===== src/vit_pkg.sv =====
// types, constants and the pattern table of the velthuis / iast transliterator
// used by every module of the block; depends on nothing
package vit_pkg;

  // longest pattern or replacement in bytes
  localparam int unsigned PatMax   = 3;
  localparam int unsigned TableLen = 41;

  // token queue between front and back
  localparam int unsigned QueueDepth = 4;
  localparam int unsigned QueuePtrW  = $clog2(QueueDepth);

  // direction register codes
  localparam logic DirToIast     = 1'b0;
  localparam logic DirToVelthuis = 1'b1;

  // one table entry, first byte in the top bits of each 24-bit field
  typedef struct packed {
    logic [1:0]  vel_len;
    logic [23:0] vel;
    logic [1:0]  iast_len;
    logic [23:0] iast;
  } pair_t;

  // outcome of one match decision
  typedef struct packed {
    logic [23:0] rep;
    logic [1:0]  rep_len;
    logic [1:0]  pat_len;
  } match_t;

  // request handed from front to back: a replacement of one to three bytes
  typedef struct packed {
    logic [23:0] rep;
    logic [1:0]  rep_len;
    logic        last;
  } token_t;

  localparam pair_t Pairs [TableLen] = '{
    '{2'd2, 24'h416100, 2'd2, 24'hC48000},  // Aa
    '{2'd2, 24'h496900, 2'd2, 24'hC4AA00},  // Ii
    '{2'd2, 24'h557500, 2'd2, 24'hC5AA00},  // Uu
    '{2'd3, 24'h2E5272, 2'd3, 24'hE1B99C},  // .Rr
    '{2'd3, 24'h2E4C6C, 2'd3, 24'hE1B8B8},  // .Ll
    '{2'd2, 24'h616100, 2'd2, 24'hC48100},  // aa
    '{2'd2, 24'h414100, 2'd2, 24'hC48000},  // AA
    '{2'd2, 24'h696900, 2'd2, 24'hC4AB00},  // ii
    '{2'd2, 24'h494900, 2'd2, 24'hC4AA00},  // II
    '{2'd2, 24'h757500, 2'd2, 24'hC5AB00},  // uu
    '{2'd2, 24'h555500, 2'd2, 24'hC5AA00},  // UU
    '{2'd3, 24'h2E7272, 2'd3, 24'hE1B99D},  // .rr
    '{2'd3, 24'h2E5252, 2'd3, 24'hE1B99C},  // .RR
    '{2'd2, 24'h2E7200, 2'd3, 24'hE1B99B},  // .r
    '{2'd2, 24'h2E5200, 2'd3, 24'hE1B99A},  // .R
    '{2'd3, 24'h2E6C6C, 2'd3, 24'hE1B8B9},  // .ll
    '{2'd3, 24'h2E4C4C, 2'd3, 24'hE1B8B8},  // .LL
    '{2'd2, 24'h2E6C00, 2'd3, 24'hE1B8B7},  // .l
    '{2'd2, 24'h2E4C00, 2'd3, 24'hE1B8B6},  // .L
    '{2'd2, 24'h2E6D00, 2'd3, 24'hE1B983},  // .m
    '{2'd2, 24'h2E4D00, 2'd3, 24'hE1B982},  // .M
    '{2'd2, 24'h2E6800, 2'd3, 24'hE1B8A5},  // .h
    '{2'd2, 24'h2E4800, 2'd3, 24'hE1B8A4},  // .H
    '{2'd2, 24'h226E00, 2'd3, 24'hE1B985},  // "n
    '{2'd2, 24'h224E00, 2'd3, 24'hE1B984},  // "N
    '{2'd2, 24'h7E6E00, 2'd2, 24'hC3B100},  // ~n
    '{2'd2, 24'h7E4E00, 2'd2, 24'hC39100},  // ~N
    '{2'd2, 24'h227300, 2'd2, 24'hC59B00},  // "s
    '{2'd2, 24'h225300, 2'd2, 24'hC59A00},  // "S
    '{2'd2, 24'h2E7400, 2'd3, 24'hE1B9AD},  // .t
    '{2'd2, 24'h2E5400, 2'd3, 24'hE1B9AC},  // .T
    '{2'd2, 24'h2E6400, 2'd3, 24'hE1B88D},  // .d
    '{2'd2, 24'h2E4400, 2'd3, 24'hE1B88C},  // .D
    '{2'd2, 24'h2E6E00, 2'd3, 24'hE1B987},  // .n
    '{2'd2, 24'h2E4E00, 2'd3, 24'hE1B986},  // .N
    '{2'd2, 24'h2E7300, 2'd3, 24'hE1B9A3},  // .s
    '{2'd2, 24'h2E5300, 2'd3, 24'hE1B9A2},  // .S
    '{2'd1, 24'h2F0000, 2'd3, 24'h6DCC90},  // slash, candrabindu
    '{2'd2, 24'h2E6100, 2'd1, 24'h270000},  // .a, avagraha
    '{2'd1, 24'h5F0000, 2'd3, 24'hE2808C},  // underscore, zero width non-joiner
    '{2'd1, 24'h2B0000, 2'd3, 24'hE2808D}   // plus, zero width joiner
  };

  // first table entry whose pattern is a prefix of the valid window bytes wins;
  // without a hit the front byte passes through
  function automatic match_t pat_match(logic dir, logic [23:0] win, logic [1:0] cnt);
    pair_t       p;
    logic [23:0] pat;
    logic [23:0] rep;
    logic [1:0]  plen;
    logic [1:0]  rlen;
    logic        hit;
    match_t      res;
    res.rep     = {win[23:16], 16'h0000};
    res.rep_len = 2'd1;
    res.pat_len = 2'd1;
    // scan from the end so the lowest index overrides
    for (int i = TableLen - 1; i >= 0; i--) begin
      p    = Pairs[i];
      pat  = (dir == DirToVelthuis) ? p.iast : p.vel;
      plen = (dir == DirToVelthuis) ? p.iast_len : p.vel_len;
      rep  = (dir == DirToVelthuis) ? p.vel : p.iast;
      rlen = (dir == DirToVelthuis) ? p.vel_len : p.iast_len;
      hit  = (plen <= cnt) && (win[23:16] == pat[23:16]) &&
             ((plen < 2'd2) || (win[15:8] == pat[15:8])) &&
             ((plen < 2'd3) || (win[7:0] == pat[7:0]));
      if (hit) begin
        res.rep     = rep;
        res.rep_len = rlen;
        res.pat_len = plen;
      end
    end
    return res;
  endfunction

endpackage


===== src/vit_front.sv =====
// front part: takes input bytes into the three-byte window until a match
// decision is due, then pushes a replacement request; depends on vit_pkg
module vit_front (
  input  logic            clk_i,
  input  logic            rst_ni,
  input  logic            dir_i,
  input  logic            s_axis_tvalid_i,
  output logic            s_axis_tready_o,
  input  logic [7:0]      s_axis_tdata_i,   // in_byte
  input  logic            s_axis_tlast_i,   // end_of_text
  output logic            tok_valid_o,
  input  logic            tok_ready_i,
  output vit_pkg::token_t tok_o
);

  logic [7:0]       win_q [vit_pkg::PatMax];
  logic [1:0]       count_q, count_d;
  logic             flush_q, flush_d;
  logic             need_dec;
  logic             dec_fire;
  logic             in_fire;
  vit_pkg::match_t  m;

  // a decision is due on a full window or while flushing the tail
  assign need_dec        = (count_q == 2'd3) || (flush_q && (count_q != 2'd0));
  assign dec_fire        = need_dec && tok_ready_i;
  assign s_axis_tready_o = !need_dec;
  assign in_fire         = s_axis_tvalid_i && s_axis_tready_o;

  // table match on the current window
  assign m = vit_pkg::pat_match(dir_i, {win_q[0], win_q[1], win_q[2]}, count_q);

  // request toward the back
  always_comb begin
    tok_valid_o  = need_dec;
    tok_o.rep     = m.rep;
    tok_o.rep_len = m.rep_len;
    tok_o.last    = flush_q && (m.pat_len >= count_q);
  end

  // window fill level and flush flag
  always_comb begin
    count_d = count_q;
    flush_d = flush_q;
    if (in_fire) begin
      count_d = count_q + 2'd1;
      flush_d = s_axis_tlast_i;
    end else if (dec_fire) begin
      if (m.pat_len >= count_q) begin
        count_d = 2'd0;
        flush_d = 1'b0;
      end else begin
        count_d = count_q - m.pat_len;
      end
    end
  end

  always_ff @(posedge clk_i or negedge rst_ni) begin
    if (!rst_ni) begin
      count_q <= 2'd0;
      flush_q <= 1'b0;
    end else begin
      count_q <= count_d;
      flush_q <= flush_d;
    end
  end

  // window bytes: append at the fill level, shift out consumed bytes
  always_ff @(posedge clk_i) begin
    if (in_fire) begin
      win_q[count_q] <= s_axis_tdata_i;
    end else if (dec_fire) begin
      if (m.pat_len == 2'd1) begin
        win_q[0] <= win_q[1];
        win_q[1] <= win_q[2];
      end else begin
        win_q[0] <= win_q[2];
      end
    end
  end

endmodule


===== src/vit_queue.sv =====
// short request queue between front and back, so each side stalls on its own
// depends on vit_pkg
module vit_queue (
  input  logic            clk_i,
  input  logic            rst_ni,
  input  logic            push_valid_i,
  output logic            push_ready_o,
  input  vit_pkg::token_t push_tok_i,
  output logic            pop_valid_o,
  input  logic            pop_i,
  output vit_pkg::token_t pop_tok_o
);

  localparam int unsigned PtrW = vit_pkg::QueuePtrW;

  vit_pkg::token_t mem_q [vit_pkg::QueueDepth];
  logic [PtrW-1:0] wr_ptr_q, rd_ptr_q;
  logic [PtrW:0]   cnt_q, cnt_d;
  logic            push;
  logic            pop;

  assign push_ready_o = (cnt_q != (PtrW + 1)'(vit_pkg::QueueDepth));
  assign pop_valid_o  = (cnt_q != '0);
  assign push         = push_valid_i && push_ready_o;
  assign pop          = pop_i && pop_valid_o;
  assign pop_tok_o    = mem_q[rd_ptr_q];

  // occupancy
  always_comb begin
    cnt_d = cnt_q;
    if (push && !pop) begin
      cnt_d = cnt_q + 1'b1;
    end else if (pop && !push) begin
      cnt_d = cnt_q - 1'b1;
    end
  end

  always_ff @(posedge clk_i or negedge rst_ni) begin
    if (!rst_ni) begin
      wr_ptr_q <= '0;
      rd_ptr_q <= '0;
      cnt_q    <= '0;
    end else begin
      cnt_q <= cnt_d;
      if (push) begin
        wr_ptr_q <= wr_ptr_q + 1'b1;
      end
      if (pop) begin
        rd_ptr_q <= rd_ptr_q + 1'b1;
      end
    end
  end

  // storage
  always_ff @(posedge clk_i) begin
    if (push) begin
      mem_q[wr_ptr_q] <= push_tok_i;
    end
  end

endmodule


===== src/vit_back.sv =====
// back part: splits each replacement request into bytes, one per cycle while
// the output is not stalled, into the output register; depends on vit_pkg
module vit_back (
  input  logic            clk_i,
  input  logic            rst_ni,
  input  logic            tok_valid_i,
  input  vit_pkg::token_t tok_i,
  output logic            pop_o,
  output logic            m_axis_tvalid_o,
  input  logic            m_axis_tready_i,
  output logic [7:0]      m_axis_tdata_o,   // out_byte
  output logic            m_axis_tlast_o    // last
);

  logic [1:0] idx_q, idx_d;
  logic       out_valid_q, out_valid_d;
  logic [7:0] out_data_q;
  logic       out_last_q;
  logic       adv;
  logic       at_end;
  logic [7:0] sel_byte;

  assign adv    = !out_valid_q || m_axis_tready_i;
  assign at_end = (idx_q == (tok_i.rep_len - 2'd1));
  assign pop_o  = adv && tok_valid_i && at_end;

  // byte of the head request at the current position
  always_comb begin
    case (idx_q)
      2'd0:    sel_byte = tok_i.rep[23:16];
      2'd1:    sel_byte = tok_i.rep[15:8];
      2'd2:    sel_byte = tok_i.rep[7:0];
      default: sel_byte = tok_i.rep[23:16];
    endcase
  end

  // position and output valid
  always_comb begin
    idx_d       = idx_q;
    out_valid_d = out_valid_q;
    if (adv) begin
      out_valid_d = tok_valid_i;
      if (tok_valid_i) begin
        idx_d = at_end ? 2'd0 : idx_q + 2'd1;
      end
    end
  end

  always_ff @(posedge clk_i or negedge rst_ni) begin
    if (!rst_ni) begin
      idx_q       <= 2'd0;
      out_valid_q <= 1'b0;
    end else begin
      idx_q       <= idx_d;
      out_valid_q <= out_valid_d;
    end
  end

  // output payload
  always_ff @(posedge clk_i) begin
    if (adv && tok_valid_i) begin
      out_data_q <= sel_byte;
      out_last_q <= tok_i.last && at_end;
    end
  end

  assign m_axis_tvalid_o = out_valid_q;
  assign m_axis_tdata_o  = out_data_q;
  assign m_axis_tlast_o  = out_last_q;

endmodule


===== src/velthuis_iast_transliterator.sv =====
// velthuis / iast transliterator top level: front, request queue, back
// path of a byte: window register, request queue, output register
// throughput: one output byte per cycle at the output register unless it stalls; the
// front takes no input byte while a match decision is due
// reset: asynchronous, active low; clears window fill level, queue, output and direction
// depends on vit_pkg, vit_front, vit_queue, vit_back
module velthuis_iast_transliterator (
  input  logic       clk_i,
  input  logic       rst_ni,
  input  logic       cfg_we_i,
  input  logic       cfg_wdata_i,      // direction
  input  logic       s_axis_tvalid_i,
  output logic       s_axis_tready_o,
  input  logic [7:0] s_axis_tdata_i,   // in_byte
  input  logic       s_axis_tlast_i,   // end_of_text
  output logic       m_axis_tvalid_o,
  input  logic       m_axis_tready_i,
  output logic [7:0] m_axis_tdata_o,   // out_byte
  output logic       m_axis_tlast_o    // last
);

  logic            dir_q;
  logic            fq_valid, fq_ready;
  vit_pkg::token_t fq_tok;
  logic            qb_valid, qb_pop;
  vit_pkg::token_t qb_tok;

  // direction register
  always_ff @(posedge clk_i or negedge rst_ni) begin
    if (!rst_ni) begin
      dir_q <= vit_pkg::DirToIast;
    end else if (cfg_we_i) begin
      dir_q <= cfg_wdata_i;
    end
  end

  vit_front u_front (
    .clk_i           (clk_i),
    .rst_ni          (rst_ni),
    .dir_i           (dir_q),
    .s_axis_tvalid_i (s_axis_tvalid_i),
    .s_axis_tready_o (s_axis_tready_o),
    .s_axis_tdata_i  (s_axis_tdata_i),
    .s_axis_tlast_i  (s_axis_tlast_i),
    .tok_valid_o     (fq_valid),
    .tok_ready_i     (fq_ready),
    .tok_o           (fq_tok)
  );

  vit_queue u_queue (
    .clk_i        (clk_i),
    .rst_ni       (rst_ni),
    .push_valid_i (fq_valid),
    .push_ready_o (fq_ready),
    .push_tok_i   (fq_tok),
    .pop_valid_o  (qb_valid),
    .pop_i        (qb_pop),
    .pop_tok_o    (qb_tok)
  );

  vit_back u_back (
    .clk_i           (clk_i),
    .rst_ni          (rst_ni),
    .tok_valid_i     (qb_valid),
    .tok_i           (qb_tok),
    .pop_o           (qb_pop),
    .m_axis_tvalid_o (m_axis_tvalid_o),
    .m_axis_tready_i (m_axis_tready_i),
    .m_axis_tdata_o  (m_axis_tdata_o),
    .m_axis_tlast_o  (m_axis_tlast_o)
  );

endmodule

===== config.mk =====
export PLATFORM = sky130hd
export DESIGN_NAME = velthuis_iast_transliterator
export DESIGN_NICKNAME = d
export VERILOG_FILES = /design/src/vit_pkg.sv /design/src/vit_front.sv /design/src/vit_queue.sv /design/src/vit_back.sv /design/src/velthuis_iast_transliterator.sv
export SDC_FILE = /design/constraint.sdc
export NUM_CORES = 1
export LEC_CHECK = 0
export ABC_AREA = 1
export BUFFER_PORTS_ARGS = -buffer_cell sky130_fd_sc_hd__buf_2
export CAP_MARGIN = 20
export CORE_MARGIN = 4
export CORE_UTILIZATION = 65
export CTS_CLUSTER_SIZE = 10
export DETAILED_ROUTE_END_ITERATION = 10
export MAX_ROUTING_LAYER = met4
export PLACE_DENSITY_LB_ADDON = 0.15
export SLEW_MARGIN = 15
export SYNTH_ARGS = -nofsm -noshare
export SYNTH_HDL_FRONTEND = slang
export SYNTH_SLANG_ARGS = --single-unit

===== constraint.sdc =====
create_clock -name clk_i -period 13.85 [get_ports clk_i]
set_input_delay 1.385 -clock clk_i [delete_from_list [all_inputs] [get_ports clk_i]]
set_output_delay 1.385 -clock clk_i [all_outputs]
set_load 0.005 [all_outputs]

==> run_results.csv <==
group,metric,value,unit
die,rows,48,
layout,final_common_cell,"nand2_1",
cts,tritoncts,"done",
sta,finalSetupViolCount,0,
worst_setup_path,arrival,6350,ps
cts,cts_buffers,17,
synth,synth_top_area_frac,0.363,
synth,synth_cells,1636,
placed_design,dp_hpwl,29.9,mm
worst_setup_path,r2r_start,"dir_q$_DFFE_PN0P_",
detailed_routing,avgRoutedWirePerCell,22.2,um
sta,tightest_slew,1150,ps
layout,layout.nets,1675,
power,seqPwrFrac,0.347,
sta,finalClockSkew,14.5,ps
power,p_clk_frac,0.201,
detailed_routing,first_pass_iters,10,
sta,fmax,161,MHz
layout,layout_common_cells,"380 x nand2_1, 235 x nor2_1, 216 x inv_1, 141 x edfxtp_1, 110 x o21ai_0",
placed_design,portBuffers,25,
grt,grt_pass1_wl,65.2,mm
power,switchingPower,1.12,mW
cts,clk_latency,440,ps
worst_hold_path,min_from,"u_queue.cnt_q[0]$_DFFE_PN0P_",
die,die_h,142,um
placed_design,gp_congestion,1.10,
cts,cts_buffer_depth,2,
synth,yosysSeqAreaShare,0.393,
sta,min_period,6200,ps
synth,syn_nets,1669,
run_status,status,"finished clean",
detailed_routing,postRouteAntennaNets,0,
worst_setup_path,crit_type,"register to register",
flow_run,cap_violations,0,
power,power_frac_comb,0.451,
die,dieWidth,142,um
detailed_routing,remaining_drc_errors,0,
worst_hold_path,hold_depth,1,
synth,yosys_warnings,0,
sta,slew_viol_final,0,
power,p_sw_frac,0.467,
grt,grt_max_degree,74,
sta,relSlewSlack,0.228,
cts,htreeDepth,4,
worst_setup_path,timing.rr.end,"u_queue.mem_q[3][0]$_DFFE_PP_",
synth,synth_area_leader_cell,"edfxtp_1",
cts,postCtsHoldBufs,0,
die,coreArea,17400,um^2
power,power.leakage,5.43,nW
sta,rsz0062_at_grt,"false",
layout,syn_to_final_growth,7.35,%
sta,fin_crit_sh,0.447,
worst_setup_path,startpoint_type,"register",
worst_setup_path,rrSetupSlack,7650,ps
worst_setup_path,critPathMaxFanout,73,
synth,ys_async_sr_fraction,0.0903,
power,internal_power,1.28,mW
die,dieArea,20200,um^2
worst_hold_path,worstHoldPathType,"register to register",
detailed_routing,dr_total_vias,12458,
detailed_routing,post_drt_via_cell_ratio,6.63,
cts,postCtsSetupRepairBufs,0,
detailed_routing,wirelength,41.8,mm
power,peakVddDrop,0.259,mV
sta,hold_viol_final,0,
worst_setup_path,endpoint_kind,"register",
layout,drive_gt1_frac,0.0912,
sta,fin_tns_setup,0,ps
synth,synthTopCellsByArea,"edfxtp_1 36%, nand2_1 12%, nor2_1 7.7%",
worst_setup_path,cp.required,14000,ps
worst_setup_path,worstRegToRegCells,18,
grt,antenna_found_initial,0,
synth,synth-seq-cells,155,
cts,clk_pin_slew,70,ps
synth,synth_edf_count,141,
synth,synth.avg_cell_area,7.13,um^2
synth,ys_types,62,
cts,clock_sinks,155,
grt,track_usage,0.430,
power,power.density,191,nW/um^2
layout,diodes,0,
worst_hold_path,hold_path_end,"u_queue.cnt_q[0]$_DFFE_PN0P_",
die,start_util,0.670,
grt,grt-ovfl-total,0,
synth,ys.flop_type,"edfxtp_1",
die,io_pins,26,
synth,syn_area,11700,um^2
cts,post_cts_resized,0,
layout,fin_util,0.719,
cts,cts_root_buf,"clkbuf_16",
grt,grt_pass1_vias,11708,
detailed_routing,drtIter0Drc,2286,
==> through the flow <==
stage	power [mW]	std cells	instance area [um^2]	worst slack [ps]	hold WS (ps)
after floorplan	1.52	1636	11700	8200	503
after global placement	1.78	1846	11900	8310	527
final	2.39	1880	12500	7650	541
after detailed placement	1.83	1848	11900	8060	543
after global routing	2.51	1880	12500	7490	598
after CTS	2.34	1880	12500	8050	545
==> power by group through the flow <==
stage                     Sequential, mW  Clock, mW  Combinational, mW
after floorplan                    0.785          0              0.733
after CTS                          0.823      0.475               1.04
after global routing               0.837      0.499               1.17
after global placement             0.819          0              0.961
after detailed placement           0.828          0               1.01
final                              0.830      0.482               1.08
==> layout make-up <==
| cell class | count | area [um^2] |
|---|---|---|
| clock buffer | 17 | 425 |
| clock inverter | 15 | 176 |
| multi-input combinational | 1196 | 5960 |
| tap | 225 | 282 |
| fill | 1389 | 4890 |
| inverter | 234 | 878 |
| sequential | 155 | 4590 |
| timing repair buffer | 38 | 220 |
==> logic make-up after synthesis <==
logic type | count (synthesis) | share of synthesized area
AOI/OAI and AO/OA | 289 | 0.146
xor gates and xnor gates | 11 | 0.0112
adders and majority gates | 18 | 0.0206
buffers and inverters | 285 | 0.0976
DFF | 155 | 0.393
and+or+nand+nor | 878 | 0.332
==> flip-flops by register name (all words and copies together), names as in the netlist <==
register and cells:
u_queue.rd_ptr_q 2, dir_q 1, u_queue.wr_ptr_q 2, u_front.flush_q 1, u_queue.mem_q 108, u_back.m_axis_tvalid_o 1, u_front.win_q 24, u_back.m_axis_tlast_o 1
u_queue.cnt_q 3, u_back.idx_q 2, u_front.count_q 2, u_back.m_axis_tdata_o 8
==> synth_stat cells (all sizes together) (17+ instances only) <==
| cell | count |
|---|---|
| nor4 | 20 |
| clkbuf | 31 |
| nand4 | 30 |
| a21oi | 69 |
| a31oi | 19 |
| o21ai | 120 |
| nor2 | 258 |
| nand3 | 99 |
| inv | 232 |
| buf | 20 |
| nand2 | 402 |
| o22ai | 17 |
| nor3 | 59 |
| edfxtp | 141 |
==> critical path: stages (launching register included) <==
cell and delay [ps]:
dfrtp_4 630, buf_4 760, xnor2_1 190, nand2_1 410, nor2_1 130, inv_1 140, nor2_1 90, inv_1 90
nor3_1 50, nand2_1 290, inv_1 180, nor3_1 420, inv_1 130, nor3_1 330, nand4_1 160, nor4_1 890
ha_1 380, a21boi_0 410, nor2_1 160
==> routing by layer <==
layer	track usage	share of wire
met3	0.0746	0.11
met5	-	0
met1	0.528	0.36
met2	0.682	0.46
met4	0.228	0.068
==> worst max path at each step <==
stage / startpoint / end / slack [ps] / cells after the start
6_report: dir_q$_DFFE_PN0P_ / u_queue.mem_q[3][0]$_DFFE_PP_ / 7650 / 18
5_1_grt: dir_q$_DFFE_PN0P_ / u_queue.mem_q[3][0]$_DFFE_PP_ / 7490 / 22
4_1_cts: dir_q$_DFFE_PN0P_ / u_queue.mem_q[3][0]$_DFFE_PP_ / 8050 / 18
3_5_place_dp: dir_q$_DFFE_PN0P_ / u_queue.mem_q[1][0]$_DFFE_PP_ / 8060 / 18
3_3_place_gp: dir_q$_DFFE_PN0P_ / u_queue.mem_q[0][0]$_DFFE_PP_ / 8310 / 18
2_1_floorplan: dir_q$_DFFE_PN0P_ / u_front.flush_q$_DFFE_PN0P_ / 8200 / 33
No activity file was read; power rests on OpenSTA's default activity.
